**config.mk**
```make
export PLATFORM = sky130hd
export DESIGN_NAME = nal_to_annexb_framer
export DESIGN_NICKNAME = d
export VERILOG_FILES = /design/src/rtl/nalf_pkg.sv /design/src/rtl/nal_to_annexb_framer.sv /design/src/rtl/nalf_queue.sv /design/src/rtl/nalf_front.sv /design/src/rtl/nalf_back.sv
export SDC_FILE = /design/constraint.sdc
export NUM_CORES = 2
export LEC_CHECK = 0
export BUFFER_PORTS_ARGS = -buffer_cell sky130_fd_sc_hd__buf_2
export CAP_MARGIN = 0
export CORE_MARGIN = 5
export CORE_UTILIZATION = 30
export CTS_CLUSTER_DIAMETER = 60
export DETAILED_ROUTE_END_ITERATION = 7
export HOLD_SLACK_MARGIN = 0.12
export PLACE_DENSITY = 0.41
export SETUP_SLACK_MARGIN = 0.05
export SLEW_MARGIN = 20
export SYNTH_ARGS = -nofsm -noshare
export SYNTH_HDL_FRONTEND = slang
export SYNTH_MEMORY_MAX_BITS = 65536
export SYNTH_SLANG_ARGS = --single-unit
```
**constraint.sdc**
```tcl
create_clock -name clk -period 6.32 [get_ports clk]
set_input_delay 0.316 -clock clk [delete_from_list [all_inputs] [get_ports clk]]
set_output_delay 0.316 -clock clk [all_outputs]
set_load 0.01 [all_outputs]
```
**src/rtl/nalf_pkg.sv**
```systemverilog
// ----------------------------------------------------------------------------
// nalf_pkg
// Shared types and constants for the NAL unit to Annex B byte stream framer.
// ----------------------------------------------------------------------------
package nalf_pkg;

  localparam int MAX_PARAM_SET_BYTES = 256;
  localparam int PCOUNT_W = $clog2(MAX_PARAM_SET_BYTES + 2);
  localparam int ADDR_W = $clog2(MAX_PARAM_SET_BYTES);
  localparam logic [PCOUNT_W-1:0] PARAM_MAX = PCOUNT_W'(MAX_PARAM_SET_BYTES);

  localparam int LOOKAHEAD = 4;
  localparam logic [2:0] LA_FULL = 3'(LOOKAHEAD);

  localparam int QUEUE_DEPTH = 4;
  localparam int QPTR_W = $clog2(QUEUE_DEPTH);

  localparam logic [7:0] TYPE_MASK = 8'((1 << 5) - 1);
  localparam logic [4:0] NAL_SPS = 5'd7;
  localparam logic [4:0] NAL_PPS = 5'd8;

  localparam logic [7:0] ESC_BYTE = 8'h03;
  localparam logic [7:0] START_ONE = 8'h01;
  localparam logic [7:0] ZERO_BYTE = 8'h00;

  // Start code lengths carried with each request.
  localparam logic [2:0] START_NONE = 3'd0;
  localparam logic [2:0] START_SHORT = 3'd3;
  localparam logic [2:0] START_LONG = 3'd4;

  // Position within a NAL: idle, one to three bytes held, or streaming.
  localparam logic [2:0] POS_IDLE = 3'd0;
  localparam logic [2:0] POS_STREAM = 3'd5;

  // One request from the classifier to the serialiser.
  typedef struct packed {
    logic [LOOKAHEAD-1:0][7:0] data;
    logic [LOOKAHEAD-1:0]      esc;
    logic [2:0]                cnt;
    logic [2:0]                sc_len;
    logic                      fin;
    logic                      changed;
  } cmd_t;

endpackage

```
**src/rtl/nal_to_annexb_framer.sv**
```systemverilog
// ----------------------------------------------------------------------------
// nal_to_annexb_framer
// Turns NAL unit bytes into an Annex B byte stream with start codes and
// emulation prevention bytes, and flags changed SPS/PPS contents.
// ----------------------------------------------------------------------------
//  Channel | Handshake            | Payload
//  --------+----------------------+---------------------------------------------
//  input   | in_valid / in_ready  | in_byte, nal_first, nal_final, picture_first
//  output  | out_valid / out_ready| out_byte, nal_done, param_changed, run_last
//
// Output runs at one byte per cycle while a request waits and out_ready is high;
// an input byte is taken every cycle while the four-entry queue has room.
// A byte that completes the four held header bytes yields up to nine output
// bytes; a streamed body byte yields one, or two with an escape byte.
// Reset is synchronous and needs no clearing pass; data read from the parameter
// set stores is compared only below the stored length of a valid copy.
// A stalled output fills the queue and then holds in_ready low.
// ----------------------------------------------------------------------------
module nal_to_annexb_framer import nalf_pkg::*; (
  input  logic       clk,
  input  logic       rst,
  input  logic       in_valid,
  output logic       in_ready,
  input  logic [7:0] in_byte,
  input  logic       nal_first,
  input  logic       nal_final,
  input  logic       picture_first,
  output logic       out_valid,
  input  logic       out_ready,
  output logic [7:0] out_byte,
  output logic       nal_done,
  output logic       param_changed,
  output logic       run_last
);

  logic q_push;
  logic q_pop;
  logic q_full;
  logic q_empty;
  cmd_t q_in;
  cmd_t q_head;

  nalf_front u_front (
    .clk           (clk),
    .rst           (rst),
    .in_valid      (in_valid),
    .in_ready      (in_ready),
    .in_byte       (in_byte),
    .nal_first     (nal_first),
    .nal_final     (nal_final),
    .picture_first (picture_first),
    .q_full        (q_full),
    .q_push        (q_push),
    .q_cmd         (q_in)
  );

  nalf_queue u_queue (
    .clk      (clk),
    .rst      (rst),
    .push     (q_push),
    .push_cmd (q_in),
    .pop      (q_pop),
    .head     (q_head),
    .full     (q_full),
    .empty    (q_empty)
  );

  nalf_back u_back (
    .clk           (clk),
    .rst           (rst),
    .head          (q_head),
    .empty         (q_empty),
    .pop           (q_pop),
    .out_valid     (out_valid),
    .out_ready     (out_ready),
    .out_byte      (out_byte),
    .nal_done      (nal_done),
    .param_changed (param_changed),
    .run_last      (run_last)
  );

  a_no_push_when_full: assert property (@(posedge clk) disable iff (rst)
    q_push |-> !q_full)
    else $error("request pushed into a full queue");

  a_no_pop_when_empty: assert property (@(posedge clk) disable iff (rst)
    q_pop |-> !q_empty)
    else $error("request popped from an empty queue");

  a_done_is_last: assert property (@(posedge clk) disable iff (rst)
    out_valid && (nal_done || param_changed) |-> run_last)
    else $error("NAL end marked on a byte that is not the last of its request");

  a_ready_with_room: assert property (@(posedge clk) disable iff (rst)
    !q_full |-> in_ready)
    else $error("input stalled while the queue has room");

endmodule

```
**src/rtl/nalf_queue.sv**
```systemverilog
// ----------------------------------------------------------------------------
// nalf_queue
// Short request queue between the classifier and the serialiser.
// ----------------------------------------------------------------------------
module nalf_queue import nalf_pkg::*; (
  input  logic clk,
  input  logic rst,
  input  logic push,
  input  cmd_t push_cmd,
  input  logic pop,
  output cmd_t head,
  output logic full,
  output logic empty
);

  cmd_t              entry [QUEUE_DEPTH];
  logic [QPTR_W-1:0] wr_ptr;
  logic [QPTR_W-1:0] rd_ptr;
  logic [QPTR_W:0]   count;

  assign head  = entry[rd_ptr];
  assign full  = (count == (QPTR_W + 1)'(QUEUE_DEPTH));
  assign empty = (count == '0);

  always_ff @(posedge clk) begin
    if (push) begin
      entry[wr_ptr] <= push_cmd;
    end
  end

  always_ff @(posedge clk) begin
    if (rst) begin
      wr_ptr <= '0;
      rd_ptr <= '0;
      count  <= '0;
    end else begin
      if (push) begin
        wr_ptr <= wr_ptr + 1'b1;
      end
      if (pop) begin
        rd_ptr <= rd_ptr + 1'b1;
      end
      unique case ({push, pop})
        2'b10: count <= count + 1'b1;
        2'b01: count <= count - 1'b1;
        default: count <= count;
      endcase
    end
  end

endmodule

```
**src/rtl/nalf_front.sv**
```systemverilog
// ----------------------------------------------------------------------------
// nalf_front
// Accepts NAL bytes, holds the first four, decides on verbatim copy or start
// code, works out escape insertions and tracks the parameter set copies.
// ----------------------------------------------------------------------------
module nalf_front import nalf_pkg::*; (
  input  logic       clk,
  input  logic       rst,
  input  logic       in_valid,
  output logic       in_ready,
  input  logic [7:0] in_byte,
  input  logic       nal_first,
  input  logic       nal_final,
  input  logic       picture_first,
  input  logic       q_full,
  output logic       q_push,
  output cmd_t       q_cmd
);

  function automatic logic is_param(input logic [4:0] t);
    is_param = (t == NAL_SPS) || (t == NAL_PPS);
  endfunction

  // Input stage: byte index and type tracking, store access.
  logic                accept;
  logic                advance;
  logic                a_valid;
  logic [7:0]          a_byte;
  logic                a_first;
  logic                a_fin;
  logic                a_pic;
  logic                a_open;
  logic [PCOUNT_W-1:0] a_idx;
  logic [4:0]          a_type;
  logic                new_nal;
  logic [PCOUNT_W-1:0] idx_cur;
  logic [4:0]          type_cur;
  logic                wr_en;
  logic [ADDR_W-1:0]   addr;
  logic [7:0]          sps_mem [MAX_PARAM_SET_BYTES];
  logic [7:0]          pps_mem [MAX_PARAM_SET_BYTES];
  logic [7:0]          sps_rd;
  logic [7:0]          pps_rd;

  assign in_ready = !a_valid || !q_full;
  assign accept   = in_valid && in_ready;
  assign advance  = a_valid && !q_full;

  assign new_nal  = nal_first || !a_open;
  assign idx_cur  = new_nal ? '0 : ((a_idx == PARAM_MAX) ? a_idx : a_idx + 1'b1);
  assign type_cur = new_nal ? 5'(in_byte & TYPE_MASK) : a_type;
  assign addr     = idx_cur[ADDR_W-1:0];
  // The first four bytes live in flip-flops until the NAL is decided.
  assign wr_en    = accept && is_param(type_cur) &&
                    (idx_cur >= PCOUNT_W'(LOOKAHEAD)) && (idx_cur < PARAM_MAX);

  always_ff @(posedge clk) begin
    if (accept) begin
      sps_rd <= sps_mem[addr];
      if (wr_en && (type_cur == NAL_SPS)) begin
        sps_mem[addr] <= in_byte;
      end
    end
  end

  always_ff @(posedge clk) begin
    if (accept) begin
      pps_rd <= pps_mem[addr];
      if (wr_en && (type_cur == NAL_PPS)) begin
        pps_mem[addr] <= in_byte;
      end
    end
  end

  always_ff @(posedge clk) begin
    if (accept) begin
      a_byte  <= in_byte;
      a_first <= nal_first;
      a_fin   <= nal_final;
      a_pic   <= picture_first;
    end
  end

  always_ff @(posedge clk) begin
    if (rst) begin
      a_valid <= 1'b0;
      a_open  <= 1'b0;
      a_idx   <= '0;
      a_type  <= '0;
    end else begin
      if (accept) begin
        a_valid <= 1'b1;
        a_open  <= !nal_final;
        a_idx   <= idx_cur;
        a_type  <= type_cur;
      end else if (advance) begin
        a_valid <= 1'b0;
      end
    end
  end

  // Classification stage.
  logic [LOOKAHEAD-1:0][7:0] la, la_next;
  logic [LOOKAHEAD-1:0][7:0] sps_head, sps_head_next;
  logic [LOOKAHEAD-1:0][7:0] pps_head, pps_head_next;
  logic [2:0]                la_cnt, la_cnt_next;
  logic [2:0]                pos, pos_next;
  logic                      verb, verb_next;
  logic                      gsp, gsp_next;
  logic [4:0]                ntype, ntype_next;
  logic [1:0]                zrun, zrun_next;
  logic [PCOUNT_W-1:0]       pcount, pcount_next;
  logic                      mism, mism_next;
  logic [PCOUNT_W-1:0]       sps_len, sps_len_next;
  logic [PCOUNT_W-1:0]       pps_len, pps_len_next;
  logic                      sps_v, sps_v_next;
  logic                      pps_v, pps_v_next;
  logic                      push_cmd;
  cmd_t                      cmd;

  always_comb begin
    logic       fin_k;
    logic       esc;
    logic       changed;
    logic [7:0] rd;
    la_next       = la;
    sps_head_next = sps_head;
    pps_head_next = pps_head;
    la_cnt_next   = la_cnt;
    pos_next      = pos;
    verb_next     = verb;
    gsp_next      = gsp;
    ntype_next    = ntype;
    zrun_next     = zrun;
    pcount_next   = pcount;
    mism_next     = mism;
    sps_len_next  = sps_len;
    pps_len_next  = pps_len;
    sps_v_next    = sps_v;
    pps_v_next    = pps_v;
    push_cmd      = 1'b0;
    cmd           = '0;
    changed       = 1'b0;
    fin_k         = 1'b0;
    esc           = 1'b0;
    rd            = (ntype == NAL_PPS) ? pps_rd : sps_rd;

    // A new NAL inside an open one drops the old one.
    if (a_first && (pos != POS_IDLE)) begin
      if ((pos == POS_STREAM) && !verb) begin
        if (ntype == NAL_SPS) sps_v_next = 1'b0;
        if (ntype == NAL_PPS) pps_v_next = 1'b0;
      end
      pos_next    = POS_IDLE;
      la_cnt_next = '0;
      verb_next   = 1'b0;
    end
    if (pos_next == POS_IDLE) begin
      if (a_pic) gsp_next = 1'b1;
      la_cnt_next = '0;
      verb_next   = 1'b0;
    end

    if (pos_next != POS_STREAM) begin
      la_next[la_cnt_next[1:0]] = a_byte;
      la_cnt_next = la_cnt_next + 1'b1;
      pos_next    = la_cnt_next;
      if ((la_cnt_next == LA_FULL) || a_fin) begin
        push_cmd = 1'b1;
        cmd.cnt  = la_cnt_next;
        cmd.data = la_next;
        if ((la_cnt_next == LA_FULL) && (la_next[0] == ZERO_BYTE) &&
            (la_next[1] == ZERO_BYTE) && (la_next[2] == ZERO_BYTE) &&
            (la_next[3] == START_ONE)) begin
          verb_next  = 1'b1;
          cmd.sc_len = START_NONE;
        end else begin
          verb_next  = 1'b0;
          ntype_next = 5'(la_next[0] & TYPE_MASK);
          cmd.sc_len = (gsp_next || is_param(ntype_next)) ? START_LONG : START_SHORT;
          gsp_next   = 1'b0;
          mism_next  = 1'b0;
          zrun_next  = '0;
          pcount_next = is_param(ntype_next) ? PCOUNT_W'(la_cnt_next) : '0;
          for (int k = 0; k < LOOKAHEAD; k++) begin
            if (3'(k) < la_cnt_next) begin
              if (ntype_next == NAL_SPS) begin
                if (sps_v_next && (PCOUNT_W'(k) < sps_len_next) &&
                    (sps_head[k] != la_next[k])) begin
                  mism_next = 1'b1;
                end
                sps_head_next[k] = la_next[k];
              end
              if (ntype_next == NAL_PPS) begin
                if (pps_v_next && (PCOUNT_W'(k) < pps_len_next) &&
                    (pps_head[k] != la_next[k])) begin
                  mism_next = 1'b1;
                end
                pps_head_next[k] = la_next[k];
              end
              if (k > 0) begin
                fin_k = a_fin && (3'(k + 1) == la_cnt_next);
                esc   = (zrun_next == 2'd2) && (la_next[k] <= ESC_BYTE) && !fin_k;
                if (esc) zrun_next = '0;
                cmd.esc[k] = esc;
                if (la_next[k] == ZERO_BYTE) begin
                  zrun_next = (zrun_next == 2'd2) ? 2'd2 : zrun_next + 1'b1;
                end else begin
                  zrun_next = '0;
                end
              end
            end
          end
        end
        la_cnt_next = '0;
        pos_next    = POS_STREAM;
      end
    end else if (verb_next) begin
      push_cmd    = 1'b1;
      cmd.cnt     = 3'd1;
      cmd.data[0] = a_byte;
      cmd.sc_len  = START_NONE;
    end else begin
      push_cmd    = 1'b1;
      cmd.cnt     = 3'd1;
      cmd.data[0] = a_byte;
      cmd.sc_len  = START_NONE;
      if (is_param(ntype_next)) begin
        if (pcount_next < PARAM_MAX) begin
          if ((ntype_next == NAL_SPS) && sps_v_next && (pcount_next < sps_len_next) &&
              (rd != a_byte)) begin
            mism_next = 1'b1;
          end
          if ((ntype_next == NAL_PPS) && pps_v_next && (pcount_next < pps_len_next) &&
              (rd != a_byte)) begin
            mism_next = 1'b1;
          end
        end
        if (pcount_next <= PARAM_MAX) pcount_next = pcount_next + 1'b1;
      end
      esc = (zrun_next == 2'd2) && (a_byte <= ESC_BYTE) && !a_fin;
      if (esc) zrun_next = '0;
      cmd.esc[0] = esc;
      if (a_byte == ZERO_BYTE) begin
        zrun_next = (zrun_next == 2'd2) ? 2'd2 : zrun_next + 1'b1;
      end else begin
        zrun_next = '0;
      end
    end

    if (a_fin) begin
      if (!verb_next) begin
        if (ntype_next == NAL_SPS) begin
          if (pcount_next > PARAM_MAX) begin
            changed      = 1'b1;
            sps_v_next   = 1'b0;
            sps_len_next = '0;
          end else begin
            changed      = sps_v_next && (mism_next || (pcount_next != sps_len_next));
            sps_len_next = pcount_next;
            sps_v_next   = 1'b1;
          end
          // A changed sequence set makes the stored picture set stale.
          if (changed) pps_v_next = 1'b0;
        end
        if (ntype_next == NAL_PPS) begin
          if (pcount_next > PARAM_MAX) begin
            changed      = 1'b1;
            pps_v_next   = 1'b0;
            pps_len_next = '0;
          end else begin
            changed      = pps_v_next && (mism_next || (pcount_next != pps_len_next));
            pps_len_next = pcount_next;
            pps_v_next   = 1'b1;
          end
        end
      end
      pos_next    = POS_IDLE;
      la_cnt_next = '0;
      verb_next   = 1'b0;
      cmd.fin     = 1'b1;
      cmd.changed = changed;
    end
  end

  assign q_push = advance && push_cmd;
  assign q_cmd  = cmd;

  always_ff @(posedge clk) begin
    if (advance) begin
      la       <= la_next;
      sps_head <= sps_head_next;
      pps_head <= pps_head_next;
    end
  end

  always_ff @(posedge clk) begin
    if (rst) begin
      la_cnt  <= '0;
      pos     <= POS_IDLE;
      verb    <= 1'b0;
      gsp     <= 1'b1;
      ntype   <= '0;
      zrun    <= '0;
      pcount  <= '0;
      mism    <= 1'b0;
      sps_len <= '0;
      pps_len <= '0;
      sps_v   <= 1'b0;
      pps_v   <= 1'b0;
    end else if (advance) begin
      la_cnt  <= la_cnt_next;
      pos     <= pos_next;
      verb    <= verb_next;
      gsp     <= gsp_next;
      ntype   <= ntype_next;
      zrun    <= zrun_next;
      pcount  <= pcount_next;
      mism    <= mism_next;
      sps_len <= sps_len_next;
      pps_len <= pps_len_next;
      sps_v   <= sps_v_next;
      pps_v   <= pps_v_next;
    end
  end

endmodule

```
**src/rtl/nalf_back.sv**
```systemverilog
// ----------------------------------------------------------------------------
// nalf_back
// Serialises queued requests into output bytes: start code, escape bytes and
// data, one byte per cycle into a registered output while out_ready allows.
// ----------------------------------------------------------------------------
module nalf_back import nalf_pkg::*; (
  input  logic       clk,
  input  logic       rst,
  input  cmd_t       head,
  input  logic       empty,
  output logic       pop,
  output logic       out_valid,
  input  logic       out_ready,
  output logic [7:0] out_byte,
  output logic       nal_done,
  output logic       param_changed,
  output logic       run_last
);

  logic [2:0] sc_cnt;
  logic [1:0] k;
  logic       esc_sent;
  logic       in_sc;
  logic       in_esc;
  logic       cur_last;
  logic [7:0] cur_byte;
  logic       load;

  always_comb begin
    in_sc    = (sc_cnt < head.sc_len);
    in_esc   = 1'b0;
    cur_last = 1'b0;
    if (in_sc) begin
      cur_byte = (sc_cnt == head.sc_len - 3'd1) ? START_ONE : ZERO_BYTE;
    end else if (head.esc[k] && !esc_sent) begin
      in_esc   = 1'b1;
      cur_byte = ESC_BYTE;
    end else begin
      cur_byte = head.data[k];
      cur_last = ((3'(k) + 3'd1) == head.cnt);
    end
  end

  assign load = !empty && (!out_valid || out_ready);
  assign pop  = load && cur_last;

  always_ff @(posedge clk) begin
    if (load) begin
      out_byte      <= cur_byte;
      nal_done      <= cur_last && head.fin;
      param_changed <= cur_last && head.fin && head.changed;
      run_last      <= cur_last;
    end
  end

  always_ff @(posedge clk) begin
    if (rst) begin
      out_valid <= 1'b0;
      sc_cnt    <= '0;
      k         <= '0;
      esc_sent  <= 1'b0;
    end else begin
      if (load) begin
        out_valid <= 1'b1;
        if (in_sc) begin
          sc_cnt <= sc_cnt + 1'b1;
        end else if (in_esc) begin
          esc_sent <= 1'b1;
        end else if (cur_last) begin
          sc_cnt   <= '0;
          k        <= '0;
          esc_sent <= 1'b0;
        end else begin
          k        <= k + 1'b1;
          esc_sent <= 1'b0;
        end
      end else if (out_ready) begin
        out_valid <= 1'b0;
      end
    end
  end

endmodule
```
; ---- Word-level counts from Yosys, hierarchy flattened
; Memories as Yosys holds them, arrays and structs flattened. A register that Yosys moved wholly into a read port is not among the register bits.
; Cells that the tools add are included.
[op_classes]
add_sub_neg = 14
n_lt_le_gt_ge = 26
n_eq_ne = 41
mux = 174
bitwise_logic = 4
n_reduce_logical = 100
[op_table]
columns = cell, count
row1 = 1-bit 2-to-1 mux, 93
row2 = 9-bit 2-to-1 mux, 9
row3 = 2-bit 2-to-1 mux, 36
row4 = 8-bit != test, 9
row5 = 1-bit logical AND, 52
row6 = 3-bit 2-to-1 mux, 17
row7 = 8-bit 2-to-1 mux, 6
row8 = 6-bit AND reduction, 8
row9 = 8-bit zero test, 5
row10 = 1-bit by 9-bit less-than comparator with 1-bit output (first input constant), 4
row11 = 2-bit by 9-bit less-than comparator with 1-bit output (first input constant), 4
row12 = 35-bit 2-to-1 mux, 1
row13 = 32-bit bitwise mux, 1
row14 = 8-bit by 2-bit <= comparator with 1-bit output (second input constant), 3
row15 = 24-bit 2-to-1 mux, 1
row16 = 5-bit by 3-bit == test with 1-bit output (second input constant), 4
row17 = 5-bit by 4-bit == test with 1-bit output (second input constant), 4
row18 = 5-bit 2-to-1 mux, 4
row19 = 9-bit by 1-bit adder with 9-bit output (second input constant), 2
row20 = 9-bit less-than comparator, 2
row21 = 9-bit less-than comparator (second input constant), 2
row22 = 9-bit != test, 2
row23 = 8-bit binary-select mux with 2-bit select, 1
row24 = 8-bit demux with 2-bit select, 1
row25 = other kinds (35), 88
[totals]
register_bits = 193
mem_bits_rw = 4272
output_inout_bits = 13
wordCells = 405
n_memories = 3
[mem_list]
columns = memory, depth, word_bits, rd, rd_ports_with_merged_regs, wr, line
row1 = u_front.pps_mem, 256, 8, 1, 1, 1, nalf_front.sv:41  ; logic [7:0] pps_mem [MAX_PARAM_SET_BYTES];
row2 = u_front.sps_mem, 256, 8, 1, 1, 1, nalf_front.sv:40  ; logic [7:0] sps_mem [MAX_PARAM_SET_BYTES];
row3 = u_queue.entry, 4, 44, 1, 1, 1, nalf_queue.sv:16  ; cmd_t entry [QUEUE_DEPTH];

; ---- Depth between registers and ports, before layout
[depth]
depth_word = 53
depth_mapped = 20
mapped_depth_nobuf = 17

; ---- Modules after synthesis
; A second synthesis with hierarchy kept.
[hier_totals]
cells_unflattened = 13665
area_unflattened_um2 = 182274.8
[modules_own_cells]
columns = module, instances, cells_each, area_each_um2
row1 = nalf_front, 1, 13288, 174187.1
row2 = nalf_queue, 1, 277, 6841.6
row3 = nalf_back, 1, 100, 1246.2

; ---- Least setup slack after synthesis
; OpenSTA, ideal clock, no wires.
[synth_timing]
path_type = register to register
from = register u_front.a_first
to = memory u_queue.entry[0][0] (netlist bit), data pin
setup_time_ns = 0.269
arrival_ns = 4.215
t_required_ns = 6.051
path_slack_ns = 1.836
stages_incl_launch_ff = 18
path_buffers = 3
cell_sequence = edfxtp_1 -> nor2_1 -> nand2_1 -> inv_1 -> clkbuf_1 -> ha_1 -> buf_2 -> mux2i_1 -> inv_1 -> a211oi_2 -> and4_1 -> buf_2 -> a211oi_1 -> a211o_1 -> or4_1 -> o41ai_2 -> nor2_1 -> o31a_1
[synth_lines]
columns = item, line
row1 = start: declaration, nalf_front.sv:29  ; logic a_first;
row2 = start signal: assignment, nalf_front.sv:78  ; a_first <= nal_first;
row3 = end: declaration, nalf_queue.sv:16

; ---- Worst setup path in the final report
[layout_timing]
from = register u_front.a_idx[0]
to = register u_front.sps_rd[6] (read register of u_front.sps_mem), data pin
[layout_between]
elab_chain_cells = 3
elab_cells_between_ends = 4
[layout_lines]
columns = item, line
row1 = start: declaration, nalf_front.sv:33  ; logic [PCOUNT_W-1:0] a_idx;
row2 = start signal: assignment, nalf_front.sv:94  ; a_idx <= idx_cur;
row3 = 9-bit by 1-bit adder with 9-bit output / 9-bit == test (equally long branches), nalf_front.sv:50  ; assign idx_cur = new_nal ? '0 : ((a_idx == PARAM_MAX) ? a_idx : a_idx + 1'b1);
row4 = 9-bit 2-to-1 mux * (2 in series), nalf_front.sv:50
row5 = end: declaration, nalf_front.sv:42  ; logic [7:0] sps_rd;
; Mark *: on every way between the ends. The rest lies on a longest branch, timed or not.
; A chain may end at the register's enable or synchronous reset.

==> flow_summary.yaml <==
status:
  status: "completed"
yosys:
  synth_warnings: 0
  synth-async-reset-ratio_pct: 0
  synth_area_leaders: "edfxtp_1 (78%), a221oi_1 (3.7%), a22o_1 (3.7%)"
  most_frequently_used_flop_master_after_synthesis: "edfxtp_1"
  post_synth_inst_count: 9937
  synth_area_leader_cell: "edfxtp_1"
  syn_area_sq_mm: 0.169
  postSynthAreaPerCell_sq_um: 17.0
  seq_area_frac_synth_pct: 79.0
  netlist.area_leader.share_pct: 78.1
  flops_latches_synth: 4471
  synth_edf_count: 4394
  post_synth_num_cell_types: 87
placed_design:
  placement.io_buffers: 27
  finalWeightedCongestion: 0.830
  detailed_placement_wirelength_estimate_mm: 329
cts:
  cts_root_buffer: "clkbuf_16"
  clock_tree_buf_depth: 4
  cts.repair_timing.setup_buffer_count: 0
  numClockSinks: 4471
  clk_latency_ns: 1.06
  cts_tree: "done"
  cts_made_buffers: 485
  cts.reportedPaths.clkPinSlew_ns: 0.06
  cts_max_level: 5
pwr:
  power_mw: 62.0
  power.leakage_nw: 60.4
  power.density_cell_area_mw_per_mm2: 315
  maximum_resistive_drop_on_vdd_mv: 0.240
sta:
  timing.max_slew.rel_slack_pct: 16.3
  setup_viol: 0
  max_slew.worst_pin.slew_ns: 1.25
  report.final.hold_viol_count: 0
  max_freq_mhz: 170
  finalSetupTns_ns: 0
  slew_viol_final: 0
  finalCriticalPeriod_ns: 5.89
  layout_worst_path_cycle_share_pct: 93.2
  finalClockSkew_ns: 0.106
  rsz0062_at_grt: "no"
floorplan:
  fp.dieArea_sq_mm: 0.578
  initial_core_util_pct: 30.1
  floorplan.die.width_um: 760
  rows: 275
  standard_cell_core_area_sq_mm: 0.561
  die_height_um: 760
  top_level_ports: 28
setup_path:
  path_cells: "inv_1 -> ha_1 -> nor4b_1 -> nand2_1 -> a41o_4 -> buf_12 -> buf_4 -> a22o_1 -> a221oi_1 -> o22ai_1 -> o21ai_0 -> a21oi_1 -> nor4_1 -> nand2_1"
  crit_path_top_delay_cell: "nor4_1"
  rr_endpoint: "u_front.sps_rd[6]$_DFFE_PP_"
  cp_data_arrival_time_ns: 6.62
  path_depth: 14
  timing.reg2reg.setup_slack_ns: 0.43
  kind_of_capture_point_of_the_worst_setup_path: "flop"
  worst_ep_required_time_ns: 7.05
  criticalPathCategory: "reg2reg"
  critPathBufInv: 3
  reg2regPathDepth: 14
  path_delay_family: "compound AO/OA/AOI/OAI gates"
  worst_path_most_repeated_cell: "nand2_1"
  startpoint_type_of_the_worst_setup_path: "flop"
  reg2reg_from: "u_front.a_idx[0]$_SDFFE_PP0P_"
  critical_path_s_largest_stage_delay_ns: 1.02
  crit_fanout: 34
route:
  detailed_router_s_first_iteration_violation_count: 8926
  route.antenna.remaining_nets: 0
  avgViaCountPerCell: 5.37
  avgRoutedWirePerCell_um: 29.8
  wirelength_mm: 542
  first_pass_iters: 6
  route.vias.total: 97700
  remaining_drc_errors: 0
layout:
  area.growth.synth_to_final_pct: 16.7
  layout_commonest_cell: "edfxtp_1"
  num-fill-cells: 52900
  fin_nets: 10400
  most-common-layout-cells: "edfxtp_1 (4394), a221oi_1 (713), a22o_1 (712), nor2_1 (672), a22oi_1 (633)"
  final_layout_size_suffix_gt1_share_pct: 13.1
global_route:
  initial_antenna_violation_count: 26
  maximum_number_of_pins_on_one_net_before_global_route_repair: 172
  grt_first_pass_wirelength_mm: 764
  grt-busiest-layer: "met2"
  met2_usage_pct: 29.4
  overflow: 0
  use_met3_pct: 2.29
  groute.usage.overall_pct: 18.0
  globalRouteMet1Util_pct: 25.7
  grt_pass1_vias: 98600
min_path:
  hp-start: "rst"
  hold_class: "in2reg"
  timing.hold.worst_path_depth: 3
  worst_hold_path.endpoint: "u_front.a_idx[8]$_SDFFE_PP0P_"
job:
  max-cap-violations: 0
[state kept, by name, summed over array words and instances, names as in the netlist, 9 cells and up, named ones only]
register	count
u_front.pps_mem	2048
u_front.sps_mem	2048
u_queue.entry	164
u_front.la	32
u_front.pps_head	32
u_front.sps_head	32
u_front.a_idx	9
u_front.pcount	9
u_front.pps_len	9
u_front.sps_len	9
[what timing repair did]
item                                    CTS  global route
gates resized for setup                   1             2
endpoints found under the hold margin   917             0
endpoints found under the setup margin    1             2
hold buffers                             19             0
[cell usage after synthesis, types with 72 or more instances]
cell	count
a22o_1	712
o21ai_0	219
a22oi_1	633
nor2_1	679
a221oi_1	713
edfxtp_1	4394
nand2_1	135
inv_1	83
o22ai_1	420
nor4_1	103
buf_1	97
a21oi_1	398
nand3_1	72
clkbuf_1	612
dfxtp_1	77
[tightest hold or removal path, delay by kind of cell]
kind	cells	cell delay, ns
and+or+nand+nor	1	0.14
buffers and inverters	2	0.78
[report_power, final]
part           total (mW)  internal, mW  switching (mW)  leakage, nW
Clock                27.7          15.7            12.0         7.58
Sequential           32.7          32.6          0.0758         40.2
Combinational        1.63         0.387            1.24         12.6
[final cells by class]
type                            instances  area, sq um  area share [%]
Multi-Input combinational cell       4692        32900            16.7
Antenna cell                            4         10.0         0.00508
Clock buffer                          593        12700            6.43
Inverter                               87          327           0.166
Timing Repair Buffer                  574         5560            2.82
Sequential cell                      4471       133000            67.7
Clock inverter                        309         2850            1.45
Tap cell                             7479         9360            4.75
[cells by family after synthesis]
kind of cell	Yosys count	share of synthesized area, %
other cells	1	0.00222
compound gates	3198	14.1
buf+inv	837	1.90
simple gates	1181	3.15
xor+xnor	96	0.498
fa+ha+maj	38	0.286
mux	115	1.06
flops	4471	79.0
[per-layer routing]
| metal | vias to the layer above | wire length, um |
|---|---|---|
| li1 | 42100 | - |
| met1 | 51900 | 246000 |
| met2 | 3002 | 256000 |
| met3 | 708 | 27800 |
| met4 | 4 | 12300 |
| met5 | - | 27 |
[worst max-delay path by stage]
stage | to | from | slack (ns)
after global routing | u_front.sps_rd[3]$_DFFE_PP_ | u_front.a_idx[0]$_SDFFE_PP0P_ | 0.09
after detailed placement | u_front.sps_rd[3]$_DFFE_PP_ | u_front.a_idx[0]$_SDFFE_PP0P_ | 0.04
after floorplan | u_queue.entry[0][0]$_DFFE_PP_ | u_front.a_first$_DFFE_PP_ | 1.84
after CTS | u_front.sps_rd[5]$_DFFE_PP_ | u_front.a_idx[0]$_SDFFE_PP0P_ | 0.30
final | u_front.sps_rd[6]$_DFFE_PP_ | u_front.a_idx[0]$_SDFFE_PP0P_ | 0.43
after global placement | u_front.sps_rd[3]$_DFFE_PP_ | u_front.a_idx[0]$_SDFFE_PP0P_ | 0.21
[stage by stage]
step	std cells	setup WS (ns)	cell area (sq um)	hold slack [ns]	util, %
finish	18200	0.429	197000	0.305	35.1
detailed placement	17300	0.0383	181000	0.455	32.3
CTS	18200	0.296	197000	0.195	35.1
global placement	17300	0.214	181000	0.454	32.3
floorplan	10000	1.84	169000	0.412	-
global route	18200	0.0884	197000	0.272	35.1
(Power assumes the default switching activity.)
